File: src/rtl/sms_pkg.sv
// ----------------------------------------------------------------------------
// sms_pkg - shared types and constants of the subfield marker splitter
// Character codes, result kinds, input commands and the run descriptor that
// travels from the front end through the run queue to the back end.
// ----------------------------------------------------------------------------
`default_nettype none

package sms_pkg;

	// character codes of the marker syntax
	localparam logic [7:0] MARK_CHAR  = 8'h3F;	// '?'
	localparam logic [7:0] FEED_CHAR  = 8'h0A;	// line feed
	localparam logic [7:0] DIGIT_ZERO = 8'h30;	// '0'
	localparam logic [7:0] DIGIT_NINE = 8'h39;	// '9'

	// input commands (carried on s_axis_tuser)
	localparam logic CMD_TEXT = 1'b0;
	localparam logic CMD_END  = 1'b1;

	// most results one input beat can cause
	localparam int MAX_RESULTS = 5;
	localparam int RCNT_W      = $clog2(MAX_RESULTS + 1);

	// default depth of the run queue
	localparam int QUEUE_DEPTH = 2;

	localparam int ID_W   = 7;
	localparam int BYTE_W = 8;

	typedef enum logic [1:0] {
		KIND_START    = 2'd0,
		KIND_CONTENT  = 2'd1,
		KIND_END_OK   = 2'd2,
		KIND_END_NONE = 2'd3
	} kind_t;

	// all results of one input beat: content bytes, then possibly one
	// closing result of kind last_kind in the final slot
	typedef struct packed {
		logic [RCNT_W-1:0]                 count;
		kind_t                             last_kind;
		logic [ID_W-1:0]                   id;
		logic [MAX_RESULTS-1:0][BYTE_W-1:0] bytes;
	} run_t;

endpackage

`default_nettype wire

File: src/rtl/sms_front.sv
// ----------------------------------------------------------------------------
// sms_front - marker matcher and run builder
// Accepts input beats, tracks the partly matched marker and turns each beat
// that causes results into one run descriptor for the run queue.
// ----------------------------------------------------------------------------
`default_nettype none

module sms_front (
	input  wire logic                         clk,
	input  wire logic                         arst_n,
	input  wire logic                         in_valid,
	output logic                              in_ready,
	input  wire logic                         in_cmd,
	input  wire logic [sms_pkg::BYTE_W-1:0]   in_byte,
	input  wire logic                         q_full,
	output logic                              q_push,
	output sms_pkg::run_t                     q_run
);

	typedef enum logic [4:0] {
		PH_IDLE    = 5'b00001,
		PH_MARK    = 5'b00010,
		PH_MARK_LF = 5'b00100,
		PH_TENS    = 5'b01000,
		PH_TENS_LF = 5'b10000
	} phase_t;

	phase_t                       phase_q, phase_d;
	logic [3:0]                   tens_q, tens_d;
	logic                         fam_q, fam_d;		// feed after '?'
	logic                         fad_q, fad_d;		// feed after tens digit
	logic                         inside_q, inside_d;
	logic [sms_pkg::ID_W-1:0]     id_q, id_d;
	logic                         saw_q, saw_d;

	logic                         accept;
	logic                         is_mark, is_feed, is_digit;
	logic [3:0]                   digit_val;
	logic [sms_pkg::ID_W-1:0]     new_id;
	logic                         complete, fail, idle, is_end;
	logic                         in_match, tens_held;
	logic [sms_pkg::RCNT_W-1:0]   n;
	sms_pkg::run_t                run;

	assign in_ready  = !q_full;
	assign accept    = in_valid && in_ready;
	assign is_mark   = in_byte == sms_pkg::MARK_CHAR;
	assign is_feed   = in_byte == sms_pkg::FEED_CHAR;
	assign is_digit  = in_byte inside {[sms_pkg::DIGIT_ZERO:sms_pkg::DIGIT_NINE]};
	assign digit_val = in_byte[3:0];
	assign new_id    = 7'({tens_q, 3'b000}) + 7'({tens_q, 1'b0}) + 7'(digit_val);
	assign is_end    = in_cmd == sms_pkg::CMD_END;
	assign in_match  = phase_q == PH_MARK || phase_q == PH_MARK_LF ||
	                   phase_q == PH_TENS || phase_q == PH_TENS_LF;
	assign tens_held = phase_q == PH_TENS || phase_q == PH_TENS_LF;

	always_comb begin
		phase_d  = phase_q;
		tens_d   = tens_q;
		fam_d    = fam_q;
		fad_d    = fad_q;
		inside_d = inside_q;
		id_d     = id_q;
		saw_d    = saw_q;
		complete = 1'b0;
		fail     = 1'b0;
		idle     = 1'b0;
		n        = '0;
		run      = '0;
		run.last_kind = sms_pkg::KIND_CONTENT;

		if (!is_end) begin
			case (phase_q)
				PH_MARK: begin
					if (is_feed) begin
						fam_d   = 1'b1;
						phase_d = PH_MARK_LF;
					end else if (is_digit) begin
						tens_d  = digit_val;
						phase_d = PH_TENS;
					end else begin
						fail = 1'b1;
					end
				end
				PH_MARK_LF: begin
					if (is_digit) begin
						tens_d  = digit_val;
						phase_d = PH_TENS;
					end else begin
						fail = 1'b1;
					end
				end
				PH_TENS: begin
					if (is_feed) begin
						fad_d   = 1'b1;
						phase_d = PH_TENS_LF;
					end else if (is_digit) begin
						complete = 1'b1;
					end else begin
						fail = 1'b1;
					end
				end
				PH_TENS_LF: begin
					if (is_digit) begin
						complete = 1'b1;
					end else begin
						fail = 1'b1;
					end
				end
				default: begin
					idle = 1'b1;
				end
			endcase
		end

		// held characters go out as content on a failed match or at end of text
		if ((fail || is_end) && in_match && inside_q) begin
			run.bytes[n] = sms_pkg::MARK_CHAR;
			n = n + 1'b1;
			if (fam_q) begin
				run.bytes[n] = sms_pkg::FEED_CHAR;
				n = n + 1'b1;
			end
			if (tens_held) begin
				run.bytes[n] = {4'h3, tens_q};
				n = n + 1'b1;
				if (fad_q) begin
					run.bytes[n] = sms_pkg::FEED_CHAR;
					n = n + 1'b1;
				end
			end
		end

		// current character re-examined from idle
		if (fail || idle) begin
			phase_d = PH_IDLE;
			tens_d  = '0;
			fam_d   = 1'b0;
			fad_d   = 1'b0;
			if (is_mark) begin
				phase_d = PH_MARK;
			end else if (inside_q) begin
				run.bytes[n] = in_byte;
				n = n + 1'b1;
			end
		end

		if (complete) begin
			phase_d  = PH_IDLE;
			tens_d   = '0;
			fam_d    = 1'b0;
			fad_d    = 1'b0;
			inside_d = 1'b1;
			id_d     = new_id;
			run.last_kind = sms_pkg::KIND_START;
			n = n + 1'b1;
		end

		if (is_end) begin
			run.last_kind = (saw_q && !inside_q) ? sms_pkg::KIND_END_NONE
			                                     : sms_pkg::KIND_END_OK;
			n        = n + 1'b1;
			phase_d  = PH_IDLE;
			tens_d   = '0;
			fam_d    = 1'b0;
			fad_d    = 1'b0;
			inside_d = 1'b0;
			id_d     = '0;
			saw_d    = 1'b0;
		end else begin
			saw_d = 1'b1;
		end

		run.count = n;
		run.id    = complete ? new_id : id_q;
	end

	assign q_push = accept && (run.count != '0);
	assign q_run  = run;

	always_ff @(posedge clk or negedge arst_n) begin
		if (!arst_n) begin
			phase_q  <= PH_IDLE;
			tens_q   <= '0;
			fam_q    <= 1'b0;
			fad_q    <= 1'b0;
			inside_q <= 1'b0;
			id_q     <= '0;
			saw_q    <= 1'b0;
		end else if (accept) begin
			phase_q  <= phase_d;
			tens_q   <= tens_d;
			fam_q    <= fam_d;
			fad_q    <= fad_d;
			inside_q <= inside_d;
			id_q     <= id_d;
			saw_q    <= saw_d;
		end
	end

endmodule

`default_nettype wire

File: src/rtl/sms_queue.sv
// ----------------------------------------------------------------------------
// sms_queue - run descriptor queue
// Short first-in first-out store between front end and back end.
// ----------------------------------------------------------------------------
`default_nettype none

module sms_queue #(
	parameter int DEPTH = sms_pkg::QUEUE_DEPTH
) (
	input  wire logic           clk,
	input  wire logic           arst_n,
	input  wire logic           push,
	input  wire sms_pkg::run_t  push_run,
	output logic                full,
	input  wire logic           pop,
	output sms_pkg::run_t       head,
	output logic                empty
);

	localparam int PTR_W = (DEPTH > 1) ? $clog2(DEPTH) : 1;
	localparam int CNT_W = $clog2(DEPTH + 1);
	localparam logic [PTR_W-1:0] LAST_PTR = PTR_W'(DEPTH - 1);
	localparam logic [CNT_W-1:0] FULL_CNT = CNT_W'(DEPTH);

	sms_pkg::run_t       entries_q [DEPTH];
	logic [PTR_W-1:0]    wr_ptr_q, rd_ptr_q;
	logic [CNT_W-1:0]    count_q;
	logic                do_push, do_pop;

	assign full    = count_q == FULL_CNT;
	assign empty   = count_q == '0;
	assign do_push = push && !full;
	assign do_pop  = pop && !empty;
	assign head    = entries_q[rd_ptr_q];

	always_ff @(posedge clk) begin
		if (do_push) begin
			entries_q[wr_ptr_q] <= push_run;
		end
	end

	always_ff @(posedge clk or negedge arst_n) begin
		if (!arst_n) begin
			wr_ptr_q <= '0;
			rd_ptr_q <= '0;
			count_q  <= '0;
		end else begin
			if (do_push) begin
				wr_ptr_q <= (wr_ptr_q == LAST_PTR) ? '0 : wr_ptr_q + 1'b1;
			end
			if (do_pop) begin
				rd_ptr_q <= (rd_ptr_q == LAST_PTR) ? '0 : rd_ptr_q + 1'b1;
			end
			if (do_push && !do_pop) begin
				count_q <= count_q + 1'b1;
			end else if (do_pop && !do_push) begin
				count_q <= count_q - 1'b1;
			end
		end
	end

endmodule

`default_nettype wire

File: src/rtl/sms_back.sv
// ----------------------------------------------------------------------------
// sms_back - result sequencer
// Walks the head run of the queue and sends one result beat per cycle while out_ready is high.
// ----------------------------------------------------------------------------
`default_nettype none

module sms_back (
	input  wire logic                        clk,
	input  wire logic                        arst_n,
	input  wire sms_pkg::run_t               head,
	input  wire logic                        q_empty,
	output logic                             q_pop,
	output logic                             out_valid,
	input  wire logic                        out_ready,
	output sms_pkg::kind_t                   out_kind,
	output logic [sms_pkg::ID_W-1:0]         out_id,
	output logic [sms_pkg::BYTE_W-1:0]       out_byte,
	output logic                             out_last
);

	logic [sms_pkg::RCNT_W-1:0] idx_q;
	logic                       beat;

	assign out_valid = !q_empty;
	assign out_last  = idx_q == (head.count - 1'b1);
	assign out_kind  = out_last ? head.last_kind : sms_pkg::KIND_CONTENT;
	assign out_id    = head.id;
	assign out_byte  = (out_kind == sms_pkg::KIND_CONTENT) ? head.bytes[idx_q] : '0;
	assign beat      = out_valid && out_ready;
	assign q_pop     = beat && out_last;

	always_ff @(posedge clk or negedge arst_n) begin
		if (!arst_n) begin
			idx_q <= '0;
		end else if (beat) begin
			idx_q <= out_last ? '0 : idx_q + 1'b1;
		end
	end

endmodule

`default_nettype wire

File: src/rtl/subfield_marker_splitter_unit.sv
// ----------------------------------------------------------------------------
// subfield_marker_splitter_unit - splits a text stream into numbered subfields
// Finds markers '?' + two digits (optional line feed after '?' and after the
// first digit), opens subfield 0..99 on each, passes content and reports end.
// ----------------------------------------------------------------------------
//
//  channel | dir | tdata                          | tuser          | tlast
//  --------+-----+--------------------------------+----------------+-------------
//  s_axis  | in  | [7:0] text_byte                | [0] command    | -
//  m_axis  | out | [6:0] subfield_id,             | [1:0] kind     | last_of_run
//          |     | [14:7] content_byte, [15] zero |                |
//
//  One input beat per cycle while the queue has room; each gives 0 to 5 result
//  beats, sent one per cycle by the back end while m_axis_tready is high, so
//  the output port sets the pace once beats average more than one result.
//  The run queue (QUEUE_DEPTH runs) decouples the two sides: s_axis_tready
//  drops only when the queue is full.
//  Reset is asynchronous: match state, counters and queue clear at once.
// ----------------------------------------------------------------------------
`default_nettype none

module subfield_marker_splitter_unit #(
	parameter int QUEUE_DEPTH = sms_pkg::QUEUE_DEPTH
) (
	input  wire logic        clk,
	input  wire logic        arst_n,
	// input stream
	input  wire logic        s_axis_tvalid,
	output logic             s_axis_tready,
	input  wire logic [7:0]  s_axis_tdata,	// [7:0] text_byte
	input  wire logic [0:0]  s_axis_tuser,	// [0] command
	// result stream
	output logic             m_axis_tvalid,
	input  wire logic        m_axis_tready,
	output logic [15:0]      m_axis_tdata,	// [6:0] subfield_id, [14:7] content_byte
	output logic [1:0]       m_axis_tuser,	// [1:0] kind
	output logic             m_axis_tlast	// last_of_run
);

	// front end -> queue
	logic                           q_push;
	logic                           q_full;
	sms_pkg::run_t                  q_run;
	// queue -> back end
	sms_pkg::run_t                  q_head;
	logic                           q_empty;
	logic                           q_pop;
	// back end result fields
	sms_pkg::kind_t                 res_kind;
	logic [sms_pkg::ID_W-1:0]       res_id;
	logic [sms_pkg::BYTE_W-1:0]     res_byte;

	// matcher: classifies each beat and builds its run
	sms_front u_front (
		.clk      (clk),
		.arst_n   (arst_n),
		.in_valid (s_axis_tvalid),
		.in_ready (s_axis_tready),
		.in_cmd   (s_axis_tuser[0]),
		.in_byte  (s_axis_tdata),
		.q_full   (q_full),
		.q_push   (q_push),
		.q_run    (q_run)
	);

	// runs waiting for the output side
	sms_queue #(
		.DEPTH (QUEUE_DEPTH)
	) u_queue (
		.clk      (clk),
		.arst_n   (arst_n),
		.push     (q_push),
		.push_run (q_run),
		.full     (q_full),
		.pop      (q_pop),
		.head     (q_head),
		.empty    (q_empty)
	);

	// sequencer: one result beat per cycle from the head run while the output is ready
	sms_back u_back (
		.clk       (clk),
		.arst_n    (arst_n),
		.head      (q_head),
		.q_empty   (q_empty),
		.q_pop     (q_pop),
		.out_valid (m_axis_tvalid),
		.out_ready (m_axis_tready),
		.out_kind  (res_kind),
		.out_id    (res_id),
		.out_byte  (res_byte),
		.out_last  (m_axis_tlast)
	);

	assign m_axis_tdata = {1'b0, res_byte, res_id};
	assign m_axis_tuser = res_kind;

endmodule

`default_nettype wire

File: config.mk
export PLATFORM = sky130hd
export DESIGN_NAME = subfield_marker_splitter_unit
export DESIGN_NICKNAME = d
export VERILOG_FILES = /design/src/rtl/sms_pkg.sv /design/src/rtl/sms_front.sv /design/src/rtl/sms_queue.sv /design/src/rtl/sms_back.sv /design/src/rtl/subfield_marker_splitter_unit.sv
export SDC_FILE = /design/constraint.sdc
export NUM_CORES = 1
export LEC_CHECK = 0
export ABC_AREA = 0
export BUFFER_PORTS_ARGS = -buffer_cell sky130_fd_sc_hd__buf_2
export CORE_MARGIN = 2
export CORE_UTILIZATION = 40
export CTS_CLUSTER_DIAMETER = 150
export DETAILED_ROUTE_END_ITERATION = 8
export PLACE_DENSITY = 0.56
export SLEW_MARGIN = 30
export SYNTH_ARGS = -nofsm -noshare
export SYNTH_HDL_FRONTEND = slang
export SYNTH_SLANG_ARGS = --single-unit
File: constraint.sdc
create_clock -name clk -period 7.8 [get_ports clk]
set_input_delay 1.56 -clock clk [delete_from_list [all_inputs] [get_ports clk]]
set_output_delay 1.56 -clock clk [all_outputs]
set_load 0.05 [all_outputs]
== Yosys cells after proc, flatten, opt, wreduce, memory -nomap -nowiden ==
Memories as Yosys holds them, arrays and structs flattened.
Cells that the tools add are included.

* Register bits: 27
* RAM bits: 104
* Input bits: 13
* Output and inout bits: 21
* Word-level logic and storage cells: 169
* Memories: 1

* Add/sub/neg operators: 13
* $lt $le $gt $ge: 9
* Equal/unequal tests: 11
* Mux-type cells: 78
* Bitwise logic cells: 3
* Reductions and logical operators: 43

{| class="wikitable"
|+ Memories
! name !! depth !! bits a word !! read ports !! clocked after memory_dff !! wr ports !! line !! source
|-
| u_queue.entries_q || 2 || 52 || 1 || 0 || 1 || sms_queue.sv:25 || <nowiki>sms_pkg::run_t entries_q [DEPTH];</nowiki>
|}

{| class="wikitable"
|+ Operators by type and width
! kind !! number
|-
| $mux 40 || 6
|-
| $bwmux 40 || 2
|-
| $demux 8 s3 || 3
|-
| $mux 8 || 6
|-
| $and 30x30->30 || 1
|-
| $mux 3 || 10
|-
| $mux 5 || 6
|-
| $not 30->30 || 1
|-
| $mux 1 || 26
|-
| $bmux 8 s3 || 1
|-
| $mux 4 || 6
|-
| $add 3x1->3 const B || 6
|-
| $lt 3x4->1 const B || 4
|-
| $logic_and 1x1->1 || 15
|-
| $pmux 5 s3 || 1
|-
| $mux 7 || 2
|-
| $mux 2 || 6
|-
| $reduce_and 3->1 || 4
|-
| $reduce_bool 4->1 || 3
|-
| $or 10x10->10 || 1
|-
| $ge 3x1->1 const B || 3
|-
| $eq 8x4->1 const B || 1
|-
| $eq 8x6->1 const B || 1
|-
| $ge 8x6->1 const B || 1
|-
| 28 further kinds || 41
|}

== Longest topological paths before layout ==
* Depth after elaboration: 30
* Gate-level depth with buffers: 22

== Cells and area by module ==
Synthesis repeated with hierarchy kept, for this count alone.

* Cells, all modules: 544
* Area, all modules: 7064.3 µm²

{| class="wikitable"
|+ By module, submodules not included
! module !! instances !! cells each !! area each (µm²) !! sequential area each (µm²)
|-
| sms_queue || 1 || 181 || 4200.3 || 3223.1
|-
| sms_front || 1 || 280 || 2155.8 || 501.7
|-
| sms_back || 1 || 81 || 696.9 || 75.1
|-
| subfield_marker_splitter_unit || 1 || 2 || 11.3 || 0.0
|}

== Least setup slack after synthesis ==
OpenSTA, ideal clock, no wires.

* Path type: input to register
* Start: in s_axis_tdata[5]
* End: mem u_queue.entries_q[0][0] (netlist name), enable pin
* Library setup time: 462 ps
* Arrival time: 6876 ps
* Required time: 7338 ps
* Slack: 462 ps
* Cell stages on the path: 17
* Path buffers: 2
* Cells stage by stage: buf_4 -> nor4_4 -> o211ai_4 -> a21o_2 -> nand2b_1 -> buf_2 -> nor2_4 -> ha_1 -> and2_1 -> mux2_4 -> ha_1 -> mux2_2 -> ha_1 -> a22oi_1 -> xnor2_1 -> o31ai_4 -> nor2_1

{| class="wikitable"
|+ RTL lines
! element !! line !! source
|-
| from (decl) || subfield_marker_splitter_unit.sv:30 || <nowiki>input wire logic [7:0] s_axis_tdata,</nowiki>
|-
| to (decl) || sms_queue.sv:25 ||
|}

==> flow_summary.json <==
{
  "status": "finished clean",
  "swShare_pct": 36.5,
  "clock.fmax_ghz": 0.169,
  "vias": 4000,
  "wl_met3_um": 485,
  "hpwl_um": 10100,
  "cts_tree": "built",
  "wl_met1_um": 6890,
  "comb_power_share_pct": 32.7,
  "finClkSkew_ns": 0.0112,
  "cp_common_cell": "ha_1",
  "cts_max_level": 4,
  "fin_nets": 549,
  "ctsHoldBuffers": 0,
  "crit_family": "simple AND/OR/NAND/NOR gates",
  "synth.distinct_cells": 63,
  "async_flop_share_pct": 20.6,
  "synth_edf_count": 104,
  "via_per_inst": 5.36,
  "holdWs_ns": 0.482,
  "coreArea_mm2": 0.0159,
  "grt_start_max_net_pins": 44,
  "fin_crit_ns": 5.93,
  "tns_ns": 0,
  "final_layout_size_suffix_gt1_share_pct": 22.3,
  "rsz0062_at_grt": "false",
  "overflow": 0,
  "routedWlPerCell_um": 19.2,
  "critPathMaxStageDelay_ns": 0.56,
  "worst_slew_pin_slew_ns": 0.985,
  "timing.rr.start": "u_front.phase_q[2]",
  "cts_max_path_buffers": 2,
  "dpl_worst_slack_ns": 1.41,
  "p_total_mw": 2.69,
  "synthTopCellsByArea": "edfxtp_1 48%, dfrtp_1 10%, mux4_2 5.5%",
  "cts_inserted_buffers": 17,
  "wl_met2_um": 6730,
  "cellPowerDensity_mw_per_mm2": 359,
  "fillCellCount": 1446,
  "clkLatencyLatePin_ns": 0.42,
  "syn_area_mm2": 0.00653,
  "syn_nets": 521,
  "hold_viol": 0,
  "leakage_nw": 2.85,
  "clock-sinks": 131,
  "path_max_fanout": 43,
  "critPathKind": "input pin to flop",
  "power_switching_uw": 982,
  "power_frac_clock_pct": 30.5,
  "crit_buf_inv": 2,
  "grt_antenna_before_repair": 0,
  "hp-class": "flop to flop",
  "wl_um": 14300,
  "dieArea_mm2": 0.0174,
  "drv_slew": 0,
  "cts_setup_buffers": 0,
  "antenna_left": 0,
  "p_int_mw": 1.71,
  "design.portCount": 34,
  "post_cts_resized": 0,
  "ir_worst_vdd_uv": 275,
  "synth_seq_cells": 131,
  "drc_errors": 0,
  "syn_area_per_cell_um2": 13.4,
  "drt_iter0_markers": 287,
  "crit_chain": "buf_2 -> o21ai_0 -> nand4_1 -> a21o_2 -> nand2b_1 -> nor2_4 -> ha_1 -> and2_1 -> mux2_4 -> ha_1 -> mux2_2 -> ha_1 -> a22oi_1 -> xnor2_1 -> o31ai_4 -> nor2_4 -> buf_4",
  "synth_flop_cell": "edfxtp_1",
  "io_buffers": 32,
  "die_h_um": 132,
  "ys_warn_count": 0,
  "synth_top_cell_area_share_pct": 47.8,
  "ys_seq_area_share_pct": 58.2,
  "slew_headroom_pct": 34.3,
  "min-delay-start": "u_queue.count_q[1]",
  "most-common-layout-cells": "104 x edfxtp_1, 53 x nand2_1, 32 x buf_2",
  "finalWorstSetupSlack_ns": 1.87,
  "cts.reportedPaths.clkPinSlew_ns": 0.06,
  "crit_path_start": "s_axis_tdata[1]",
  "grt_pass1_vias": 4038,
  "syn_inst": 489,
  "grt_pass1_wl_um": 23000,
  "start_util_pct": 41.0,
  "worst_ep_arrival_time_ns": 5.98,
  "layout_commonest_cell": "edfxtp_1",
  "diodes": 0,
  "cp-start-kind": "input pin",
  "end_kind": "flop",
  "drtPass1Iterations": 4,
  "rows": 46,
  "maxUsedRoutingLayer": "met4",
  "cp.required_ns": 7.85,
  "yosysTopAreaCell": "edfxtp_1",
  "setup_viol": 0,
  "seqPwrFrac_pct": 36.8,
  "gp_congestion": 0.844,
  "grt_use_total_pct": 17.3,
  "area_growth_syn_to_layout_pct": 14.6,
  "period_share_pct": 76.0,
  "crit_slowest_cell": "buf_4",
  "cap_violations": 0,
  "final_util_pct": 47.0,
  "die-width_um": 132,
  "cts_root_buf": "clkbuf_16",
  "rrSetupSlack_ns": 2.41
}
[kinds of logic after synthesis]
logic type                 synth area share (%)
xor gates and xnor gates                   2.28
and+or+nand+nor                            12.5
AOI/OAI and AO/OA                          8.60
other                                    0.0574
buffers and inverters                      2.49
muxes                                      12.0
adders and majority gates                  3.87
DFF                                        58.2
[flip-flops by register name, indices dropped and copies added, names as in the netlist]
register	cells
u_front.fad_q	1
u_front.phase_q	5
u_front.id_q	7
u_queue.entries_q	104
u_back.idx_q	3
u_front.tens_q	4
u_front.saw_q	1
u_front.inside_q	1
u_front.fam_q	1
u_queue.count_q	2
u_queue.rd_ptr_q	1
u_queue.wr_ptr_q	1
[metrics by stage]
step,std cells,area [um^2]
final,746,7490
after global routing,746,7490
after CTS,746,7490
after detailed placement,714,6880
after global placement,714,6880
after floorplan,489,6530
[cells in the mapped netlist, drive strengths merged, types with 8 or more instances]
library cell and n:
and2 20, edfxtp 104, mux2i 24, mux4 16, ha 17, a22o 15, dfrtp 26, o22ai 8
inv 10, clkbuf 11, xnor2 10, mux2 16, buf 15, o21ai 14, a21oi 15, nor2 35
nand2 53, nor3 9
[per-layer routing]
layer | global-route usage, % | vias to the layer above
met3 | 4.08 | 18
li1 | - | 1882
met1 | 24.3 | 2014
met2 | 26.4 | 86
met4 | 6.58 | 0
met5 | 0 | -
[worst paths after layout]
kind	end	depth (start not counted)
worst max-delay path	u_queue.entries_q[0][11]	17
worst min-delay path	u_queue.count_q[1]	1
worst max register to register	u_queue.entries_q[0][11]	16
worst min register to register	u_queue.count_q[1]	1
max in group asynchronous	u_queue.rd_ptr_q	1
min in group asynchronous	u_back.idx_q[0]	1
[power groups by stage]
stage	combinational [mW]	sequential (mW)	clock, mW
after floorplan	0.764	0.923	0
after global placement	0.884	1.00	0
after detailed placement	0.892	1.01	0
after CTS	0.895	0.995	0.839
after global routing	0.944	1.01	0.867
final	0.880	0.989	0.822
[worst register-to-register path: cells and delay by family, from the launching register on]
family          cells  cell delay [ns]
compound gates      3             0.91
buf+inv             1             0.56
simple gates        5             1.21
fa+ha+maj           3             0.75
flops               1             0.51
xor+xnor            2             0.49
mux                 2             0.54
[cell type report]
type	instances	area [um^2]	share of cell area [%]
clock buffer	22	464	6.20
clock inverter	10	149	1.99
inverter	10	37.5	0.501
multi-input combinational	322	2590	34.5
sequential	131	3800	50.7
tap	216	270	3.61
timing repair buffer	35	183	2.44
Note: power is estimated with default switching activity, not from simulation.
